File: src/rtl/core/hotp_pkg.sv
// Package: shared constants and types for the HOTP generate/verify engine.
`default_nettype none
package hotp_pkg;
  localparam int unsigned KEY_BYTES_MAX_DEF = 32;
  localparam int unsigned WINDOW_MAX_DEF    = 256;
  localparam int unsigned KEY_REG_BYTES     = 32;
  localparam int unsigned CODE_MOD          = 1000000;

  localparam logic [2:0] CFG_KEY_WORD_0 = 3'd0;
  localparam logic [2:0] CFG_KEY_WORD_1 = 3'd1;
  localparam logic [2:0] CFG_KEY_WORD_2 = 3'd2;
  localparam logic [2:0] CFG_KEY_WORD_3 = 3'd3;
  localparam logic [2:0] CFG_KEY_BYTES  = 3'd4;

  localparam logic [31:0] H0_INIT = 32'h67452301;
  localparam logic [31:0] H1_INIT = 32'hEFCDAB89;
  localparam logic [31:0] H2_INIT = 32'h98BADCFE;
  localparam logic [31:0] H3_INIT = 32'h10325476;
  localparam logic [31:0] H4_INIT = 32'hC3D2E1F0;

  typedef struct packed {
    logic start;
  } sha_ctrl_t;

  function automatic logic [31:0] rol32(input logic [31:0] x, input int unsigned n);
    rol32 = (x << n) | (x >> (32 - n));
  endfunction
endpackage
`default_nettype wire

File: src/rtl/core/hotp_sha1.sv
// SHA-1 compression unit: one round per cycle over a 16-word schedule window.
`default_nettype none
module hotp_sha1
  import hotp_pkg::*;
(
  input  wire logic         clk,
  input  wire logic         rst,
  input  wire sha_ctrl_t    ctrl,
  input  wire logic [511:0] block,
  input  wire logic [159:0] chain_in,
  output logic              done,
  output logic [159:0]      chain_out
);
  logic [31:0] w [16];
  logic [31:0] a, b, c, d, e;
  logic [6:0]  rnd;
  logic        busy;
  logic [31:0] f, k, tmp, wnew;

  always_comb begin
    if (rnd < 7'd20) begin
      f = (b & c) | (~b & d); k = 32'h5A827999;
    end else if (rnd < 7'd40) begin
      f = b ^ c ^ d; k = 32'h6ED9EBA1;
    end else if (rnd < 7'd60) begin
      f = (b & c) | (b & d) | (c & d); k = 32'h8F1BBCDC;
    end else begin
      f = b ^ c ^ d; k = 32'hCA62C1D6;
    end
    tmp  = rol32(a, 5) + f + e + k + w[0];
    wnew = rol32(w[13] ^ w[8] ^ w[2] ^ w[0], 1);
  end

  always_ff @(posedge clk) begin
    done <= 1'b0;
    if (rst) begin
      busy <= 1'b0;
      rnd  <= '0;
    end else if (ctrl.start) begin
      busy <= 1'b1;
      rnd  <= '0;
      for (int i = 0; i < 16; i++) w[i] <= block[511-32*i -: 32];
      {a, b, c, d, e} <= chain_in;
    end else if (busy) begin
      for (int i = 0; i < 15; i++) w[i] <= w[i+1];
      w[15] <= wnew;
      e <= d; d <= c; c <= rol32(b, 30); b <= a; a <= tmp;
      if (rnd == 7'd79) begin
        busy <= 1'b0;
        done <= 1'b1;
        chain_out <= {chain_in[159:128] + tmp, chain_in[127:96] + a,
                      chain_in[95:64] + rol32(b, 30), chain_in[63:32] + c,
                      chain_in[31:0] + d};
      end
      rnd <= rnd + 7'd1;
    end
  end
endmodule
`default_nettype wire

File: src/rtl/core/hotp_generate_verify_top.sv
// HOTP generate/verify engine: key registers, block sequencer and truncation.
// One code takes four SHA-1 compressions of 80 rounds on a single shared round
// unit, plus a 12-step modulo reduction and the truncate and check steps.
// Generate takes one code; verify takes one code per tried counter, up to the
// window. The block accepts one transaction at a time and is not ready until
// the result is taken.
`default_nettype none
module hotp_generate_verify_top
  import hotp_pkg::*;
#(
  parameter int unsigned KEY_BYTES_MAX = KEY_BYTES_MAX_DEF,
  parameter int unsigned WINDOW_MAX    = WINDOW_MAX_DEF
) (
  input  wire logic        clk,
  input  wire logic        rst,
  input  wire logic        cfg_we,
  input  wire logic [2:0]  cfg_index,
  input  wire logic [63:0] cfg_data,
  input  wire logic        in_valid,
  output logic             in_ready,
  input  wire logic        req_type,
  input  wire logic [63:0] start_counter,
  input  wire logic [19:0] expected_code,
  input  wire logic [8:0]  window,
  output logic             out_valid,
  input  wire logic        out_ready,
  output logic [19:0]      otp_code,
  output logic             found,
  output logic [63:0]      match_counter
);
  localparam int unsigned KB_LIM = (KEY_BYTES_MAX < KEY_REG_BYTES) ? KEY_BYTES_MAX
                                                                   : KEY_REG_BYTES;
  localparam int unsigned WIN_W = $clog2(WINDOW_MAX + 1) + 1;

  typedef enum logic [8:0] {
    S_IDLE  = 9'b000000001,
    S_IPAD  = 9'b000000010,
    S_MSG1  = 9'b000000100,
    S_OPAD  = 9'b000001000,
    S_MSG2  = 9'b000010000,
    S_TRUNC = 9'b000100000,
    S_MOD   = 9'b001000000,
    S_CHECK = 9'b010000000,
    S_OUT   = 9'b100000000
  } state_t;

  state_t        state;
  logic [63:0]   key_word [4];
  logic [5:0]    key_bytes;
  logic          req;
  logic [63:0]   ctr;
  logic [19:0]   expect_code;
  logic [WIN_W-1:0] remain;
  logic [159:0]  chain, inner_dig;
  logic [31:0]   rem;
  logic [5:0]    mstep;
  sha_ctrl_t     sctrl;
  logic [511:0]  blk;
  logic          sdone;
  logic [159:0]  sout;
  logic [511:0]  key_blk;
  logic [5:0]    kb_eff;
  logic [159:0]  chain_sel;
  logic [WIN_W-1:0] win_sat;

  always_comb begin
    kb_eff = (key_bytes > 6'(KB_LIM)) ? 6'(KB_LIM) : key_bytes;
    key_blk = '0;
    for (int i = 0; i < 32; i++)
      if (i < kb_eff) key_blk[511-8*i -: 8] = key_word[i/8][63-8*(i%8) -: 8];
    win_sat = (32'(window) > WINDOW_MAX) ? WIN_W'(WINDOW_MAX) : WIN_W'(window);
  end

  always_comb begin
    case (state)
      S_IPAD:  blk = key_blk ^ {64{8'h36}};
      S_OPAD:  blk = key_blk ^ {64{8'h5C}};
      S_MSG1:  blk = {ctr, 8'h80, 376'b0, 64'd576};
      S_MSG2:  blk = {inner_dig, 8'h80, 280'b0, 64'd672};
      default: blk = '0;
    endcase
    chain_sel = (state == S_IPAD || state == S_OPAD) ?
                {H0_INIT, H1_INIT, H2_INIT, H3_INIT, H4_INIT} : chain;
  end

  hotp_sha1 u_sha1 (
    .clk(clk), .rst(rst), .ctrl(sctrl), .block(blk), .chain_in(chain_sel),
    .done(sdone), .chain_out(sout)
  );

  logic [3:0]  off;
  logic [31:0] trunc;
  logic [32:0] trial;
  always_comb begin
    off   = sout[3:0];
    trunc = sout[159 - 8*off -: 32] & 32'h7FFFFFFF;
    trial = {1'b0, rem} - {1'b0, 32'(CODE_MOD) << mstep[4:0]};
  end

  assign in_ready  = (state == S_IDLE);
  assign out_valid = (state == S_OUT);

  always_ff @(posedge clk) begin
    sctrl.start <= 1'b0;
    if (rst) begin
      state <= S_IDLE;
      key_word[0] <= '0; key_word[1] <= '0; key_word[2] <= '0; key_word[3] <= '0;
      key_bytes <= 6'd32;
    end else begin
      if (cfg_we) begin
        case (cfg_index)
          CFG_KEY_WORD_0: key_word[0] <= cfg_data;
          CFG_KEY_WORD_1: key_word[1] <= cfg_data;
          CFG_KEY_WORD_2: key_word[2] <= cfg_data;
          CFG_KEY_WORD_3: key_word[3] <= cfg_data;
          CFG_KEY_BYTES:  key_bytes <= cfg_data[5:0];
          default: ;
        endcase
      end
      case (state)
        S_IDLE: if (in_valid) begin
          req <= req_type; ctr <= start_counter;
          expect_code <= expected_code;
          remain <= req_type ? win_sat : WIN_W'(1);
          if (req_type && win_sat == '0) begin
            otp_code <= '0; found <= 1'b0; match_counter <= '0;
            state <= S_OUT;
          end else begin
            state <= S_IPAD; sctrl.start <= 1'b1;
          end
        end
        S_IPAD: if (sdone) begin
          chain <= sout; state <= S_MSG1; sctrl.start <= 1'b1;
        end
        S_MSG1: if (sdone) begin
          inner_dig <= sout; state <= S_OPAD; sctrl.start <= 1'b1;
        end
        S_OPAD: if (sdone) begin
          chain <= sout; state <= S_MSG2; sctrl.start <= 1'b1;
        end
        S_MSG2: if (sdone) state <= S_TRUNC;
        S_TRUNC: begin
          rem <= trunc; mstep <= 6'd11; state <= S_MOD;
        end
        S_MOD: begin
          if (!trial[32]) rem <= trial[31:0];
          if (mstep == '0) state <= S_CHECK;
          else mstep <= mstep - 6'd1;
        end
        S_CHECK: begin
          if (!req || rem[19:0] == expect_code && rem[31:20] == '0) begin
            otp_code <= rem[19:0]; found <= 1'b1; match_counter <= ctr;
            state <= S_OUT;
          end else if (remain == WIN_W'(1)) begin
            otp_code <= '0; found <= 1'b0; match_counter <= '0;
            state <= S_OUT;
          end else begin
            remain <= remain - WIN_W'(1); ctr <= ctr + 64'd1;
            state <= S_IPAD; sctrl.start <= 1'b1;
          end
        end
        S_OUT: if (out_ready) begin
          state <= S_IDLE;
        end
        default: state <= S_IDLE;
      endcase
    end
  end
endmodule
`default_nettype wire
File: config.mk
export PLATFORM = sky130hd
export DESIGN_NAME = hotp_generate_verify_top
export DESIGN_NICKNAME = d
export VERILOG_FILES = /design/src/rtl/core/hotp_pkg.sv /design/src/rtl/core/hotp_sha1.sv /design/src/rtl/core/hotp_generate_verify_top.sv
export SDC_FILE = /design/constraint.sdc
export NUM_CORES = 2
export LEC_CHECK = 0
export ABC_AREA = 1
export BUFFER_PORTS_ARGS = -buffer_cell sky130_fd_sc_hd__buf_2
export CORE_ASPECT_RATIO = 1.75
export CORE_UTILIZATION = 25
export CTS_BUF_LIST = sky130_fd_sc_hd__clkbuf_16
export CTS_CLUSTER_SIZE = 14
export DETAILED_ROUTE_END_ITERATION = 10
export SLEW_MARGIN = 20
export SYNTH_ARGS = -nofsm -noshare
export SYNTH_HDL_FRONTEND = slang
export SYNTH_SLANG_ARGS = --single-unit
File: constraint.sdc
create_clock -name clk -period 15.8 [get_ports clk]
set_input_delay 3.16 -clock clk [delete_from_list [all_inputs] [get_ports clk]]
set_output_delay 3.16 -clock clk [all_outputs]
set_load 0.01 [all_outputs]
# [Word level (Yosys, flattened, before mapping)]
# Memory sizes are Yosys's and may differ from the RTL's.
# Cells that the tools add are included.
[word_totals] mem_count=2 out_inout_bits=87 ff_bits=883 mem_bits_rw=768 word_cells=322
[memory_table] memory="u_sha1.w" depth=16 word_bits=32 read_ports=16 rd_ports_with_merged_regs=0 wr=16 line_no="hotp_sha1.sv:14" source="logic [31:0] w [16];"
[memory_table] memory="key_word" depth=4 word_bits=64 read_ports=4 rd_ports_with_merged_regs=0 wr=4 line_no="hotp_generate_verify_top.sv:48" source="logic [63:0] key_word [4];"
[classes] n_lt_le_gt_ge=37 eq_ne=29 n_reduce_logical=27 n_shift=2 n_addsub=15 n_bitwise=41 n_mux=146
[op_table] cell="case mux 512 bit (4 select lines)" count=1
[op_table] cell="2-to-1 mux 32 bit" count=32
[op_table] cell="2-to-1 mux 64 bit" count=11
[op_table] cell="NOT 256 bit" count=2
[op_table] cell="adder 32 bit" count=9
[op_table] cell="2-to-1 mux 8 bit" count=32
[op_table] cell="case mux 64 bit (2 select lines)" count=2
[op_table] cell="indexed part select 191 x 33 -> 31 bit" count=1
[op_table] cell="2-to-1 mux 160 bit" count=1
[op_table] cell="bitwise XOR 32 bit" count=5
[op_table] cell="bitwise AND 32 bit" count=4
[op_table] cell="2-to-1 mux 9 bit" count=12
[op_table] cell="less-than comparator 5 x 6 -> 1 bit (first input constant)" count=16
[op_table] cell="OR 32 bit" count=3
[op_table] cell="case mux 9 bit (9 select lines)" count=1
[op_table] cell="2-to-1 mux 20 bit" count=4
[op_table] cell="adder 64 x 1 -> 64 bit (second input constant)" count=1
[op_table] cell="case mux 32 bit (2 select lines)" count=1
[op_table] cell="less-than comparator 4 x 6 -> 1 bit (first input constant)" count=8
[op_table] cell="case mux 20 bit (2 select lines)" count=1
[op_table] cell="2-to-1 mux 1 bit" count=38
[op_table] cell="subtractor 32 x 32 -> 33 bit" count=1
[op_table] cell="NOT 32 bit" count=1
[op_table] cell="OR 32 x 1 -> 32 bit" count=1
[op_table] cell="56 further kinds" count=109

# [Logic depth before layout (Yosys ltp)]
[logic_depth] ltp_word=12 mapped_depth=37 depth_no_buf=37

# [Cells and area by module]
# From an unflattened synthesis, not the netlist that was laid out.
[hier_totals] hier_cells=9806 hier_area_um2=92372.3
[modules_own_cells] module="hotp_sha1" area_per_inst_um2=49867.8 cells_each=5023 seq_area_each_um2=25164.1 n_inst=1
[modules_own_cells] module="hotp_generate_verify_top" area_per_inst_um2=42504.5 cells_each=4783 seq_area_each_um2=24163.2 n_inst=1

# [Worst setup path after synthesis]
# No wires, ideal clock.
[synth_timing] kind="input-to-reg" from="in rst" to="mem u_sha1.w[0][0] (enable)" arrival_time_ns=12.160 setup_slack_ns=0.004 required_time_ns=12.163 path_buffers=2 cell_stages=5 path_cell_list="buf_2 nor2_1 inv_1 clkbuf_1 nand2_1"
[synth_lines] element="from (decl)" line_no="hotp_generate_verify_top.sv:15" source="input wire logic rst,"
[synth_lines] element="to (decl)" line_no="hotp_sha1.sv:14"

# [Worst setup path in the final report]
[layout_timing] from="reg u_sha1.rnd[4]" to="reg u_sha1.chain_out[155] (data pin)"
[layout_via] elab_chain_cells=9 word_cells_on_any_way=14
[layout_lines] element="from (decl)" line_no="hotp_sha1.sv:16" source="logic [6:0] rnd;"
[layout_lines] element="from (signal assigned)" line_no="hotp_sha1.sv:55" source="rnd <= rnd + 7'd1;"
[layout_lines] element="less-than comparator 7 x 6 -> 1 bit" line_no="hotp_sha1.sv:25" source="end else if (rnd < 7'd60) begin"
[layout_lines] element="2-to-1 mux 32 bit" line_no="hotp_sha1.sv:25"
[layout_lines] element="2-to-1 mux 32 bit" line_no="hotp_sha1.sv:23" source="end else if (rnd < 7'd40) begin"
[layout_lines] element="2-to-1 mux 32 bit" line_no="hotp_sha1.sv:21" source="if (rnd < 7'd20) begin"
[layout_lines] element="adder 32 bit (2 in series)" line_no="hotp_sha1.sv:30" source="tmp = rol32(a, 5) + f + e + k + w[0];"
[layout_lines] element="adder 32 bit (*) (2 in series)" line_no="hotp_sha1.sv:30"
[layout_lines] element="adder 32 bit (*)" line_no="hotp_sha1.sv:51" source="chain_out <= {chain_in[159:128] + tmp, chain_in[127:96] + a,"
[layout_lines] element="to (signal assigned)" line_no="hotp_sha1.sv:51"
[layout_lines] element="to (decl)" line_no="hotp_sha1.sv:12" source="output logic [159:0] chain_out"
# Every way passes the cells marked *; elsewhere a longest branch is shown, timed or not.
# A chain may end at the register's enable or synchronous reset.

==> results.sh <==
export IMPL_path_max_fanout=27
export IMPL_antenna_found_initial=67
export IMPL_cpPeakStageDelay_ns=0.92
export IMPL_drt_wl_total_um=448000
export IMPL_cts_resized=0
export IMPL_crit_path_start_kind="flip-flop"
export IMPL_maxCapViolations=0
export IMPL_cp_required_ns=16.47
export IMPL_drtIter0Drc=8548
export IMPL_yosysSeqAreaShare_pct=54.8
export IMPL_min_period_ns=7.67
export IMPL_cp_slowest_cell="o221ai_1"
export IMPL_outcome="complete, no violations"
export IMPL_critPathMostFrequentCell="nand2_1"
export IMPL_die_h_um=796
export IMPL_relSlewSlack_pct=13.9
export IMPL_fin_crit_sh_pct=48.5
export IMPL_worstSetupEndpointType="flip-flop"
export IMPL_die_x_um=456
export IMPL_fin_hold_ws_ns=0.469
export IMPL_synthCells=9689
export IMPL_dp_hpwl_um=348000
export IMPL_overflow=0
export IMPL_first_global_vias=72800
export IMPL_synth_edf_count=1626
export IMPL_clk_pin_slew_ns=0.07
export IMPL_postCtsHoldBufs=0
export IMPL_hold_viol=0
export IMPL_antenna_left=0
export IMPL_syn_area_mm2=0.0900
export IMPL_track_usage_pct=24.2
export IMPL_grt_start_max_net_pins=185
export IMPL_critical_path_arrival_ns=8.34
export IMPL_ys_ff_latch=1651
export IMPL_route_vias_total=74900
export IMPL_rsz0062_at_grt="false"
export IMPL_numClockSinks=1651
export IMPL_synth_cell_types=66
export IMPL_vias_per_cell=5.09
export IMPL_num_io_pins=253
export IMPL_grt_pass1_wl_um=603000
export IMPL_slew_viol_final=0
export IMPL_multi_input_area_mm2=0.0354
export IMPL_seq_area_mm2=0.0493
export IMPL_cts_tree="yes"
export IMPL_post_cts_setup_buffer_count=0
export IMPL_wl_per_cell_um=30.5
export IMPL_max_freq_mhz=130
export IMPL_hold_path_class="reg -> reg"
export IMPL_p_per_area_mw_per_mm2=208
export IMPL_syn_to_final_growth_pct=13.1
export IMPL_synth_avg_cell_area_um2=9.29
export IMPL_synth_top_area_share_pct=54.2
export IMPL_final_layout_size_suffix_gt1_share_pct=8.01
export IMPL_worstSetupPathType="reg -> reg"
export IMPL_fin_nets=10400
export IMPL_synth_flop_cell="edfxtp_1"
export IMPL_setup_tns_ns=0
export IMPL_synth_area_top_cells="edfxtp_1 (54%), nand2_1 (11%), nor2_1 (4.4%), inv_1 (4.3%), o21ai_0 (3.4%)"
export IMPL_ys_async_sr_fraction_pct=0
export IMPL_coreArea_mm2=0.359
export IMPL_finalClockSkew_ns=0.100
export IMPL_setup_viol=0
export IMPL_dieArea_mm2=0.363
export IMPL_clockBufferDepth=4
export IMPL_yosysWarnings=0
export IMPL_irDropWorstVdd_mv=0.218
export IMPL_start_util_pct=25.1
export IMPL_tightest_slew_ns=1.29
export IMPL_dr_pass1_iters=9
export IMPL_cts_made_buffers=161
export IMPL_gp_congestion=1.07
export IMPL_fillCellCount=37900
export IMPL_yosysTopAreaCell="edfxtp_1"
export IMPL_synth_net_count=10200
export IMPL_cts_root_buf="clkbuf_16"
export IMPL_numPortBuffers=252
export IMPL_insertion_delay_ns=0.91
export IMPL_power_leakage_nw=40.7
export IMPL_drc=0
export IMPL_rows=291
export IMPL_cts_max_level=4
## synth_stat cells (all sizes together) (4+ instances only)
| master | n |
|---|---|
| o21ai | 632 |
| and3 | 4 |
| xnor2 | 105 |
| a21o | 71 |
| nor3 | 85 |
| o211ai | 63 |
| nand3b | 17 |
| and2 | 10 |
| nor2 | 1078 |
| nand4 | 89 |
| inv | 1058 |
| o221ai | 83 |
| o31ai | 4 |
| a211oi | 20 |
| a22o | 17 |
| fa | 123 |
| edfxtp | 1626 |
| xor2 | 187 |
| mux2i | 8 |
| a21oi | 450 |
| or2 | 96 |
| buf | 127 |
| dfxtp | 25 |
| o2111ai | 28 |
| clkbuf | 234 |
| a32oi | 4 |
| nand3 | 319 |
| nand2 | 2655 |
| o22ai | 26 |
| ha | 231 |
| a221oi | 6 |
| a21boi | 11 |
| o21a | 15 |
| a31oi | 55 |
| nor4 | 16 |
| a32o | 27 |
| a22oi | 43 |
| o21bai | 29 |
## worst max-delay path, delay by kind of cell (launching register included)
| kind | cells | cell delay (ns) |
|---|---|---|
| xor+xnor | 1 | 0.21 |
| buf+inv | 5 | 1.03 |
| compound gates | 3 | 1.22 |
| fa+ha+maj | 4 | 2.18 |
| simple gates | 15 | 2.36 |
| flops | 1 | 0.42 |
## cells in the final DEF (no fill, tap or decap), types with 16 or more instances in the layout
master,synthesis,routed
clkinv_2,0,23
nand3_1,318,316
fa_1,123,123
o21bai_1,29,29
xnor2_1,105,105
a32o_1,27,27
o21ai_1,13,21
buf_4,6,114
o2111ai_1,28,28
ha_1,231,231
a22oi_1,43,43
dfxtp_1,25,24
o21ai_0,612,600
o22ai_1,26,26
a21o_1,71,71
buf_2,102,252
nand3b_1,17,17
o221ai_1,83,82
inv_1,1038,1067
or2_2,95,95
diode_2,0,52
xor2_1,187,187
clkbuf_16,0,164
inv_2,18,17
nand2_2,8,16
nand2_1,2646,2633
a31oi_1,55,54
nor2_1,1058,1047
nand4_1,89,89
edfxtp_1,1626,1626
nor3_1,84,80
o211ai_1,62,62
a22o_1,17,17
a21oi_1,440,439
clkinv_1,2,34
nor2_4,7,16
## cell type report
cell class	count	area share [%]
antenna	52	0.128
clock buffer	164	4.03
clock inverter	105	0.621
inverter	1060	3.92
multi-input combinational	6617	34.8
sequential	1651	48.5
tap	4688	5.76
timing repair buffer	378	2.27
## sequential cells by signal, summed over array words and instances (netlist names), 6 cells and up
| signal | count |
|---|---|
| u_sha1.w | 512 |
| key_word | 256 |
| chain | 160 |
| inner_dig | 160 |
| u_sha1.chain_out | 160 |
| ctr | 64 |
| match_counter | 64 |
| rem | 32 |
| u_sha1.a | 32 |
| u_sha1.b | 32 |
| u_sha1.c | 32 |
| u_sha1.d | 32 |
| u_sha1.e | 32 |
| expect_code | 20 |
| otp_code | 20 |
| remain | 10 |
| state | 9 |
| u_sha1.rnd | 7 |
| key_bytes | 6 |
| mstep | 6 |
## power by group
part           total [mW]  switching, mW  internal, mW  leakage [nW]
Combinational        11.0           7.87          3.09          23.1
Sequential           6.40          0.457          5.94          15.1
Clock                3.78           1.82          1.96          2.45
Total                21.1           10.1          11.0          40.7
## per-layer routing
metal / wire, µm / GRT usage, %
met1: 138000 / 22.6
met5: 204 / 0
met4: 61300 / 28.1
met3: 28100 / 4.63
met2: 221000 / 41.8
## path summary, 6_finish.rpt
path | startpoint | to | slack [ns] | cells past startpoint
hold reg to reg | u_sha1.chain_out[1]$_DFFE_PP_ | chain[1]$_DFFE_PP_ | 0.47 | 0
setup / recovery | u_sha1.rnd[4]$_SDFFE_PN0P_ | u_sha1.chain_out[155]$_DFFE_PP_ | 8.13 | 28
hold / removal | u_sha1.chain_out[1]$_DFFE_PP_ | chain[1]$_DFFE_PP_ | 0.47 | 0
setup reg to reg | u_sha1.rnd[4]$_SDFFE_PN0P_ | u_sha1.chain_out[155]$_DFFE_PP_ | 8.13 | 28
## cells by family after synthesis
kind of cell | synth area share [%]
AO/OA/AOI/OAI | 10.5
AND/OR/NAND/NOR | 19.7
flip-flops | 54.8
multiplexers | 0.0889
XOR/XNOR | 2.84
adder cells (fa/ha/maj) | 5.95
buffers and inverters | 6.14
## through the flow
| stage | instances | instance area, µm² | power [mW] | util, % | setup WS [ns] |
|---|---|---|---|---|---|
| final | 14700 | 102000 | 21.1 | 28.4 | 8.13 |
| after global routing | 14700 | 102000 | 22.0 | 28.4 | 7.83 |
| after CTS | 14700 | 102000 | 20.9 | 28.3 | 8.34 |
| after detailed placement | 14400 | 96800 | 17.2 | 27.0 | 7.56 |
| after global placement | 14400 | 96800 | 17.3 | 27.0 | 7.67 |
| after floorplan | 9689 | 90000 | 12.9 | - | 0.00368 |
(Power assumes the default switching activity.)
